## config.mk

```make
export PLATFORM = sky130hd
export DESIGN_NAME = sorted_priority_queue
export DESIGN_NICKNAME = d
export VERILOG_FILES = /design/src/rtl/core/spq_pkg.sv /design/src/rtl/core/spq_cell.sv /design/src/rtl/core/sorted_priority_queue.sv
export SDC_FILE = /design/constraint.sdc
export NUM_CORES = 1
export LEC_CHECK = 0
export BUFFER_PORTS_ARGS = -buffer_cell sky130_fd_sc_hd__buf_2
export CELL_PAD_IN_SITES_DETAIL_PLACEMENT = 0
export CELL_PAD_IN_SITES_GLOBAL_PLACEMENT = 1
export CORE_MARGIN = 5
export CORE_UTILIZATION = 50
export CTS_BUF_LIST = sky130_fd_sc_hd__clkbuf_4
export DETAILED_ROUTE_END_ITERATION = 10
export PLACE_DENSITY = 0.77
export SYNTH_ARGS = -nofsm -noshare
export SYNTH_HDL_FRONTEND = slang
export SYNTH_SLANG_ARGS = --single-unit
export TNS_END_PERCENT = 30
```

## constraint.sdc

```tcl
create_clock -name clock -period 9.05 [get_ports clock]
set_input_delay 0.905 -clock clock [delete_from_list [all_inputs] [get_ports clock]]
set_output_delay 0.905 -clock clock [all_outputs]
set_load 0.01 [all_outputs]
```

## src/rtl/core/spq_pkg.sv

```systemverilog
`timescale 1ns / 1ps

package spq_pkg;

   // Queue geometry
   localparam int DEPTH = 8;
   localparam int CNT_W = $clog2(DEPTH + 1);
   localparam int OCC_W = 4;
   localparam int VAL_W = 32;

   // Operation codes
   localparam logic KIND_INSERT = 1'b0;
   localparam logic KIND_REMOVE = 1'b1;

   // Result status codes
   localparam logic [1:0] ST_OK        = 2'd0;
   localparam logic [1:0] ST_OVERFLOW  = 2'd1;
   localparam logic [1:0] ST_UNDERFLOW = 2'd2;

   typedef struct packed {
      logic                    kind;
      logic signed [VAL_W-1:0] value;
   } req_type;

   typedef struct packed {
      logic [1:0]              status;
      logic signed [VAL_W-1:0] removed_value;
      logic [OCC_W-1:0]        occupancy;
   } rsp_type;

   // Per-cell control from the queue controller
   typedef struct packed {
      logic ins;       // accepted insert into a non-full queue
      logic rem;       // accepted remove from a non-empty queue
      logic occupied;  // cell index below count
      logic tail;      // cell index equals count (first free slot)
   } cell_ctrl_type;

endpackage

```

## src/rtl/core/spq_cell.sv

```systemverilog
`timescale 1ns / 1ps

module spq_cell (
   input  logic                            clock,
   input  spq_pkg::cell_ctrl_type          ctrl,
   input  logic signed [spq_pkg::VAL_W-1:0] value,
   input  logic                            left_take,
   input  logic signed [spq_pkg::VAL_W-1:0] left_entry,
   input  logic signed [spq_pkg::VAL_W-1:0] right_entry,
   output logic                            take,
   output logic signed [spq_pkg::VAL_W-1:0] entry
);
   import spq_pkg::*;

   logic signed [VAL_W-1:0] entry_ff;
   logic signed [VAL_W-1:0] entry_in;
   logic                    load;

   // This slot changes on insert when it holds a larger value or is the first free one
   assign take  = ctrl.tail || (ctrl.occupied && (entry_ff > value));
   assign entry = entry_ff;

   // Insert: shift up from the left neighbor, or land the new value
   // Remove: shift down from the right neighbor
   always_comb begin
      load     = 1'b0;
      entry_in = entry_ff;
      if (ctrl.ins && take) begin
         load     = 1'b1;
         entry_in = left_take ? left_entry : value;
      end else if (ctrl.rem) begin
         load     = 1'b1;
         entry_in = right_entry;
      end
   end

   always_ff @(posedge clock) begin
      if (load) begin
         entry_ff <= entry_in;
      end
   end

endmodule

```

## src/rtl/core/sorted_priority_queue.sv

```systemverilog
`timescale 1ns / 1ps

// Sorted priority queue of DEPTH signed 32-bit entries held in a row of
// compare-and-shift cells, smallest at the front. On every request
// transfer (insert or remove-smallest) all cells compare and shift in
// parallel in the cycle of the transfer, and the result appears in the
// output register on the next cycle. A new request is taken every cycle
// as long as the result side does not stall; req_stall is high only while
// a result is held and rsp_stall is high. Equal values leave in arrival
// order. An insert into a full queue returns overflow, a remove from an
// empty queue returns underflow; neither changes the contents. Every
// result carries the occupancy after the operation (low 4 bits of count).
module sorted_priority_queue (
   input  logic             clock,
   input  logic             reset,
   input  logic             req_valid,
   output logic             req_stall,
   input  spq_pkg::req_type req_data,
   output logic             rsp_valid,
   input  logic             rsp_stall,
   output spq_pkg::rsp_type rsp_data
);
   import spq_pkg::*;

   logic [CNT_W-1:0]        count_ff;
   logic [CNT_W-1:0]        count_in;
   logic                    rsp_valid_ff;
   logic                    rsp_valid_in;
   rsp_type                 rsp_ff;
   rsp_type                 rsp_in;
   logic                    accept;
   logic                    full;
   logic                    empty;
   logic                    do_ins;
   logic                    do_rem;
   logic [CNT_W+OCC_W-1:0]  occ_wide;

   cell_ctrl_type           ctrl   [DEPTH];
   logic                    take   [DEPTH];
   logic signed [VAL_W-1:0] entry  [DEPTH];

   assign req_stall = rsp_valid_ff && rsp_stall;
   assign accept    = req_valid && !req_stall;
   assign full      = (count_ff == CNT_W'(DEPTH));
   assign empty     = (count_ff == '0);
   assign do_ins    = accept && (req_data.kind == KIND_INSERT) && !full;
   assign do_rem    = accept && (req_data.kind == KIND_REMOVE) && !empty;

   // Cell chain
   for (genvar i = 0; i < DEPTH; i++) begin : g_cell
      localparam logic [CNT_W-1:0] IDX = CNT_W'(i);
      logic                    left_take;
      logic signed [VAL_W-1:0] left_entry;
      logic signed [VAL_W-1:0] right_entry;

      assign ctrl[i].ins      = do_ins;
      assign ctrl[i].rem      = do_rem;
      assign ctrl[i].occupied = (IDX < count_ff);
      assign ctrl[i].tail     = (IDX == count_ff);

      if (i == 0) begin : g_first
         assign left_take  = 1'b0;
         assign left_entry = '0;
      end else begin : g_mid
         assign left_take  = take[i-1];
         assign left_entry = entry[i-1];
      end

      if (i == DEPTH - 1) begin : g_last
         assign right_entry = entry[i];
      end else begin : g_inner
         assign right_entry = entry[i+1];
      end

      spq_cell u_cell (
         .clock       (clock),
         .ctrl        (ctrl[i]),
         .value       (req_data.value),
         .left_take   (left_take),
         .left_entry  (left_entry),
         .right_entry (right_entry),
         .take        (take[i]),
         .entry       (entry[i])
      );
   end

   // Count update
   always_comb begin
      count_in = count_ff;
      if (do_ins) begin
         count_in = count_ff + CNT_W'(1);
      end else if (do_rem) begin
         count_in = count_ff - CNT_W'(1);
      end
   end

   // Result formation
   assign occ_wide = {{OCC_W{1'b0}}, count_in};

   always_comb begin
      rsp_in               = rsp_ff;
      rsp_valid_in         = rsp_valid_ff && rsp_stall;
      if (accept) begin
         rsp_valid_in         = 1'b1;
         rsp_in.status        = ST_OK;
         rsp_in.removed_value = '0;
         rsp_in.occupancy     = occ_wide[OCC_W-1:0];
         if (req_data.kind == KIND_INSERT) begin
            if (full) begin
               rsp_in.status = ST_OVERFLOW;
            end
         end else begin
            if (empty) begin
               rsp_in.status = ST_UNDERFLOW;
            end else begin
               rsp_in.removed_value = entry[0];
            end
         end
      end
   end

   always_ff @(posedge clock) begin
      if (reset) begin
         count_ff     <= '0;
         rsp_valid_ff <= 1'b0;
      end else begin
         count_ff     <= count_in;
         rsp_valid_ff <= rsp_valid_in;
      end
      rsp_ff <= rsp_in;
   end

   assign rsp_valid = rsp_valid_ff;
   assign rsp_data  = rsp_ff;

endmodule

```

== Word-level counts from Yosys, hierarchy flattened ==
Cells that the tools add are included.
Word-level totals
  register bits after elaboration: 299
  bits in latches: 0
  bits in writable memories: 0
  bits in read-only memories: 0
  input bits: 37
  output and inout bits: 40
  word-level logic and storage cells: 126
  memories kept: 0
Cells by class
  add/sub/neg operators: 2
  multipliers: 0
  div/mod/pow operators: 0
  magnitude comparators: 16
  eq/ne operators: 8
  shift operators: 0
  mux-type cells: 36
  bitwise operators: 1
  reduce and logical (&&, ||, !) cells: 50
Operators by type and width (number)
  $mux W32: 21
  $gt A32 B32 Y1: 8
  $logic_and A1 B1 Y1: 22
  $eq A3 B4 Y1 const A: 4
  $lt A3 B4 Y1 const A: 4
  $reduce_and A2 Y1: 8
  $reduce_bool A2 Y1: 7
  $mux W1: 11
  $eq A2 B4 Y1 const A: 2
  $logic_or A1 B1 Y1: 8
  $lt A1 B4 Y1 const A: 2
  $lt A2 B4 Y1 const A: 2
  $mux W4: 2
  $add A4 B1 Y4 const B: 1
  $eq A1 B4 Y1 const A: 1
  $eq A4 B4 Y1 const B: 1
  $logic_not A4 Y1: 1
  $mux W2: 2
  $sub A4 B1 Y4 const B: 1
  $logic_not A1 Y1: 3
  $reduce_or A2 Y1: 1
  $not A1 Y1: 1

== Logic depth before layout (Yosys ltp) ==
Gate-level depths: netlist of the first run.
  depth in word-level cells: 8
  depth in mapped cells: 14
  depth with buffers taken out: 11

== By module ==
Synthesis of the first run repeated with hierarchy kept, for this count alone.
Unflattened totals
  cells, all modules: 2229
  area, all modules: 23341.1 um^2
Modules (own cells, without submodules)
  spq_cell: times used 8, cells each 260, area each 2676.3 um^2, seq. area each 960.9 um^2
  sorted_priority_queue: times used 1, cells each 149, area each 1930.6 um^2, seq. area each 1241.2 um^2

== Least setup slack after synthesis of the first run ==
No wires, ideal clock.
  kind: in2reg
  start point: in req_data[29] (netlist name)
  end point: reg g_cell[2].u_cell.entry_ff[0], enable pin
  library setup time: 0.466 ns
  arrival time: 4.591 ns
  required time: 8.584 ns
  setup slack: 3.993 ns
  cell stages on the path: 8
  buffers on the path: 0
  path through: inv_1 ha_1 a21o_1 a21o_1 a22oi_1 o211ai_1 a211o_1 o21ai_0
On the way
  longest elaborated chain between the ends: 6
  elaborated cells on any way between the ends: 7
  classes of those cells: order compare: 1; mux: 1; reduce/logical: 5
Ends and longest elaborated chain
  start, declared: RTL line sorted_priority_queue.sv:18  | input spq_pkg::req_type req_data,
  $gt A32 B32 Y1 (*): RTL line spq_cell.sv:20  | assign take = ctrl.tail || (ctrl.occupied && (entry_ff > value));
  $logic_and A1 B1 Y1 (*): RTL line spq_cell.sv:20
  $logic_or A1 B1 Y1 (*): RTL line spq_cell.sv:20
  $logic_and A1 B1 Y1 (*): RTL line spq_cell.sv:28  | if (ctrl.ins && take) begin
  $reduce_bool A2 Y1 (no line) or $mux W1 (tied branches)
  $reduce_and A2 Y1 (no line) (*)
  end signal, assigned: RTL line spq_cell.sv:39  | entry_ff <= entry_in;
  end, declared: RTL line spq_cell.sv:15  | logic signed [VAL_W-1:0] entry_ff;
Every way passes the cells marked *; elsewhere a longest branch is shown, timed or not.
A chain may end at the register's enable or synchronous reset.

== Final worst setup path of the first run ==
  start point: reg count_ff[1]
  end point: reg g_cell[4].u_cell.entry_ff[16], enable pin
On the way
  longest elaborated chain between the ends: 6
  elaborated cells on any way between the ends: 15
  classes of those cells: order compare: 1; eq/ne: 2; mux: 2; reduce/logical: 10
Ends and longest elaborated chain
  start, declared: RTL line sorted_priority_queue.sv:25  | logic [CNT_W-1:0] count_ff;
  start signal, assigned: RTL line sorted_priority_queue.sv:127  | count_ff <= count_in;
  $lt A3 B4 Y1, or another cell as far along: RTL line sorted_priority_queue.sv:58  | assign ctrl[i].occupied = (IDX < count_ff);
  $logic_and A1 B1 Y1, or another cell as far along: RTL line spq_cell.sv:20
  $logic_or A1 B1 Y1, or another cell as far along: RTL line spq_cell.sv:20
  $logic_and A1 B1 Y1 or $mux W1 (tied branches): RTL line spq_cell.sv:28, spq_cell.sv:31
  $reduce_bool A2 Y1 (no line) or $mux W1 (tied branches)
  $reduce_and A2 Y1 (no line) (*)
  end signal, assigned: RTL line spq_cell.sv:39
  end, declared: RTL line spq_cell.sv:15
Marked as above.

==> results.toml, run 1 <==
[outcome]
status = "complete, no violations"

[placed_design]
dp.cells = 2437
port-buffer-count = 76
dpl.hpwl_microns = 45810
gp_congestion = 0.8863
dp_slack_ps = 3712

[power]
cellPowerDensity_mw_per_mm2 = 191.8
comb_power_share_pct = 27.4
power.internal_mw = 2.750
p_seq_share_pct = 43.8
sw_frac_of_total_pct = 34.95
ir_drop_v = 0.00008429
p_leak_nw = 9.366
switching_power_mw = 1.478
power.share.clock_pct = 28.8

[global_routing]
grt_overflow = 0
antenna_found_initial = 4
grt_max_degree = 66
first_global_vias = 15675
grt_pass1_wl_microns = 96650
grtUsageTotal_pct = 28.38

[sta]
finClkSkew_ps = 40.76
setup_violations = 0
period_share_pct = 52.24
rsz0062_at_grt = "no"
fin_ws_ps = 4322
tightestPinTransition_ps = 1135
clock.fmax_mhz = 211.5
hold_violations = 0
slew_viol_final = 0
min_period_ps = 4728
tns_ps = 0
slew_headroom_pct = 24.32

[clocking]
cts_sinks = 299
numCtsBuffers = 82
clk_latency_ps = 790
tritoncts = "yes"
cts_root_buffer = "clkbuf_4"
post_cts_buffers = 0
clk_path_buf_depth = 3
postCtsHoldBufs = 0
cts_resized = 0
h-tree-depth = 3
clkTransAtPathRegs_ps = 60

[synthesis]
seq_area_frac_synth_pct = 44.12
async_reset_ff_share_pct = 0
syn_nets = 2198
yosysTopAreaCell = "edfxtp_1"
yosys-top-cells-area = "edfxtp_1 44%, ha_1 16%, mux2i_1 6.5%, a21oi_1 5.5%, nand2_1 3.4%"
synth-seq-cells = 299
synth_top_area_share_pct = 43.63
synth-edff-count = 294
synth_cells = 1901
syn_area_sq_mm = 0.02024
avgSynthCellArea_sq_um = 10.64
yosys_warnings = 0
yosysUniqueCellTypes = 71
synth-main-ff-cell = "edfxtp_1"

[die]
die_width_microns = 211.2
io_pins = 77
row_count = 73
dieArea_sq_mm = 0.04459
start_util_pct = 50.70
die_height_microns = 211.2
core-area_sq_mm = 0.03991

[routing]
remaining_drc_errors = 0
dr.pass1.iters = 5
routed_wl_microns = 63970
wl_per_cell_microns = 24.73
num_vias = 16183
final_antenna_net_count = 0
via_per_inst = 6.256
first_iter_violations = 1696

[layout]
area_delta_synth_final_pct = 8.953
final_common_cell = "edfxtp_1"
finalNonFillerCells = 2587
final_cell_mix = "294 x edfxtp_1, 260 x ha_1, 224 x a21oi_1"
seq_area_sq_mm = 0.008929
fillers = 3509
nets = 2293
layout-drive-gt1-share_pct = 13.99
multi_input_area_sq_mm = 0.01069

[hold_path]
hp-class = "in -> reg"

[job]
maxCapViolCount = 0

[worst_setup_path]
crit_fanout = 60
required_ps = 9480
worstSetupEndpointType = "flip-flop"
criticalPathCategory = "reg -> reg"
start_kind = "flip-flop"
arrival_ps = 5160
cell usage after synthesis, types with 3 or more instances:
library cell / count
a31oi_1: 35
nand2_1: 184
a22oi_1: 3
o21ai_1: 95
a211oi_1: 10
a21boi_0: 3
mux2_1: 26
a221oi_1: 3
and3_1: 36
buf_4: 4
and2_1: 4
a21o_1: 31
nand4_1: 51
clkbuf_1: 50
buf_12: 3
ha_1: 260
o211ai_1: 11
o31ai_1: 3
buf_2: 28
dfxtp_1: 5
edfxtp_1: 294
nor3_1: 14
nand2b_1: 6
a211o_1: 4
o21ai_0: 72
a21oi_1: 224
nand3_1: 20
inv_1: 50
mux2_4: 29
mux2_2: 10
nor2_1: 122
nor2b_1: 18
xnor2_1: 4
nor4_1: 6
mux2i_1: 131
and4_1: 5
buf_6: 5
registers in the layout, indices dropped and copies added (netlist names):
name / cells
g_cell.u_cell.entry: 256
rsp_data: 38
count_ff: 4
rsp_valid: 1
layout make-up:
class	count	area share [%]
Timing Repair Buffer	101	2.576
Antenna cell	3	0.03405
Sequential cell	299	40.50
Clock buffer	120	4.086
Inverter	50	0.8513
Tap cell	525	2.979
Multi-Input combinational cell	1462	48.49
Clock inverter	27	0.4824
per-layer routing:
| layer | share of wire (%) | wire length, microns | global-route usage [%] | vias to the layer above |
|---|---|---|---|---|
| met5 | 0.059 | 38 | 0 | - |
| met4 | 2.7 | 1720 | 9.211 | 4 |
| met3 | 9.8 | 6264 | 6.951 | 107 |
| met2 | 42 | 26980 | 41.34 | 711 |
| met1 | 45 | 28960 | 41.70 | 7860 |
| li1 | - | - | - | 7501 |
power by group through the flow:
stage                     clock, mW  sequential [mW]  combinational, mW
after floorplan                   0             1.82              0.816
after global placement            0             1.88               1.11
after detailed placement          0             1.87               1.14
after CTS                      1.24             1.84               1.14
after global routing           1.31             1.86               1.27
final                          1.22             1.85               1.16
stage by stage:
step / hold WS [ps] / total power, mW / instance area, sq um / utilization, %
final: 360.5 / 4.228 / 22050 / 55.24
after global routing: 362.7 / 4.439 / 22040 / 55.22
after CTS: 314.1 / 4.230 / 22040 / 55.22
after detailed placement: 565.2 / 3.013 / 21030 / 52.69
after global placement: 549.9 / 2.987 / 21030 / 52.69
after floorplan: 539.8 / 2.634 / 20240 / -
cells by family after synthesis:
logic type | synth area share (%)
adder cells (fa/ha/maj) | 16.08
flip-flops | 44.12
buffers and inverters | 3.271
XOR/XNOR | 0.2164
multiplexers | 10.64
AND/OR/NAND/NOR | 11.03
AO/OA/AOI/OAI | 14.65
final timing paths:
kind,slack [ps],to,cells past startpoint,startpoint
worst min register to register,580,g_cell[6].u_cell.entry[15],1,g_cell[7].u_cell.entry[15]
worst max-delay path,4320,g_cell[4].u_cell.entry[16],9,count_ff[1]
worst min-delay path,360,rsp_valid,3,req_valid
worst max register to register,4320,g_cell[4].u_cell.entry[16],9,count_ff[1]
critical path, stage by stage (launching register included):
cell      delay, ps
dfxtp_1         500
inv_1           130
ha_1            310
nand2_1         130
nor2_1           70
nor3_2          810
buf_4           770
and2_2          280
nand2b_1        860
buf_4           470
Power figures use the tool's default switching activity.
==> run 2, diff against run 1 <==
Settings changed: CORE_UTILIZATION 50 to 47, PLACE_DENSITY 0.77 to 0.76.
Clock period 9.05 ns to 4.3 ns, I/O delays scaled along.
==> run 2 against run 1 <==
Worst setup slack lost 4100 ps; highest routed layer is now met4; register-to-register slack lost 3700 ps; non-clock buffer count grew 51; cell count grew 2.8%; worst hold slack lost 260 ps.
==> results.toml, run 2 (synthesis results as in run 1) <==
[layout]
area_delta_synth_final_pct = 11.76
layout-drive-gt1-share_pct = 15.48
final_common_cell = "edfxtp_1"
final_area_sq_mm = 0.02262
largest_reg_flops = 256
utilization_pct = 52.85
final_cell_mix = "294 x edfxtp_1, 260 x ha_1, 224 x a21oi_1"
nets = 2344

[global_routing]
first_global_vias = 15358
use_met3_pct = 3.290
grt_pass1_wl_microns = 86900
antenna_found_initial = 1
grt_busiest_layer = "met2"
grt.met2_usage_pct = 34.74
grt_overflow = 0
grt_max_degree = 65
grtUsageTotal_pct = 23.20
met1_usage_pct = 34.54

[die]
dieArea_sq_mm = 0.04730
io_pins = 77
start_util_pct = 47.29
core-area_sq_mm = 0.04279
die_height_microns = 217.5
die_width_microns = 217.5
row_count = 76

[worst_setup_path]
worstSetupEndpointType = "flip-flop"
crit_fanout = 32
required_ps = 4710
critPathMaxStageDelay_ps = 690
start_kind = "input port"
cp_slowest_cell = "nor4_1"
arrival_ps = 4480
criticalPathCategory = "in -> reg"
path_cells = "dlygate4sd3_1 -> buf_2 -> inv_1 -> buf_4 -> ha_1 -> nand4_1 -> nor4_1 -> nand2_1 -> nor3_1 -> nor2_1 -> nand4_1 -> mux2_2 -> o21ai_2 -> buf_4"

[clocking]
numCtsBuffers = 82
clk_path_buf_depth = 3
post_cts_buffers = 0
cts_root_buffer = "clkbuf_4"
tritoncts = "yes"
cts_resized = 0
clkTransAtPathRegs_ps = 70
h-tree-depth = 3
clk_latency_ps = 790
cts_sinks = 299
postCtsHoldBufs = 17

[placed_design]
placed_cell_area_sq_mm = 0.02140
gp_congestion = 0.9100
dpl.hpwl_microns = 41740
port-buffer-count = 76

[routing]
num_vias = 15651
via_per_inst = 5.886
remaining_drc_errors = 0
first_iter_violations = 1356
final_antenna_net_count = 0
dr.pass1.iters = 5
wl_per_cell_microns = 20.89
routed_wl_microns = 55540

[sta]
finClkSkew_ps = 37.31
tightestPinTransition_ps = 910.2
rsz0062_at_grt = "no"
setup_violations = 0
hold_violations = 0
min_period_ps = 4069
clock.fmax_mhz = 245.8
slew_viol_final = 0
period_share_pct = 94.63
slew_headroom_pct = 38.99

[hold_path]
hp-class = "in -> reg"

[job]
maxCapViolCount = 0

[power]
ir_drop_v = 0.0001555
cellPowerDensity_mw_per_mm2 = 389.2
p_leak_nw = 9.650

[outcome]
status = "complete, no violations"
-- run 2: cell types whose count changed in the layout (fill, tap and decap cells not counted), moves of 3 or more --
cell,before,now
buf_12,0,7
buf_4,25,52
clkbuf_4,120,127
clkinv_1,21,18
dlygate4sd3_1,0,17
-- run 2: metrics by stage --
stage	worst slack, ps	hold slack, ps	setup TNS (ps)	power [mW]	cells
5_1_grt	148.9	39.85	0	9.322	2659
3_3_place_gp	-20.71	549.8	-597.7	6.197	2492
3_5_place_dp	-38.09	565.0	-1164	6.251	2492
6_report	231.1	100.3	0	8.802	2659
2_1_floorplan	-92.34	501.6	-2955	5.543	1901
4_1_cts	250.0	2.611	0	8.868	2658
-- run 2: area by class of cell --
type / count / area, sq um
multi-input cells: 1462 / 10690
repair buffers: 152 / 1081
clock buffers: 127 / 953.4
diodes: 1 / 2.502
fillers: 3758 / 20180
well taps: 546 / 683.2
flip-flops and latches: 299 / 8929
clock inverters: 22 / 87.58
inverters: 50 / 187.7
-- run 2: final timing paths --
kind	startpoint	end	slack [ps]	cells after the start
max	req_data[30]	g_cell[7].u_cell.entry[23]	230	14
min	req_data[1]	g_cell[0].u_cell.entry[1]	100	2
max reg2reg	g_cell[7].u_cell.entry[31]	g_cell[7].u_cell.entry[23]	640	10
min reg2reg	g_cell[7].u_cell.entry[29]	g_cell[6].u_cell.entry[29]	570	1
-- run 2: power by group --
group	switching [mW]	internal [mW]
sequential	0.247	3.61
clock	1.23	1.34
combinational	1.41	0.960
-- run 2: worst max-delay path: cells and delay by family --
family | cells | cell delay, ps
fa+ha+maj | 1 | 310
simple gates | 6 | 1650
mux | 1 | 350
buf+inv | 5 | 1670
compound gates | 1 | 50
-- run 2: routing by layer --
layer / up-vias / part of all wire (%)
li1: 7567 / -
met4: 0 / 2.4
met1: 7457 / 48
met2: 544 / 43
met5: - / 0
met3: 83 / 6.3
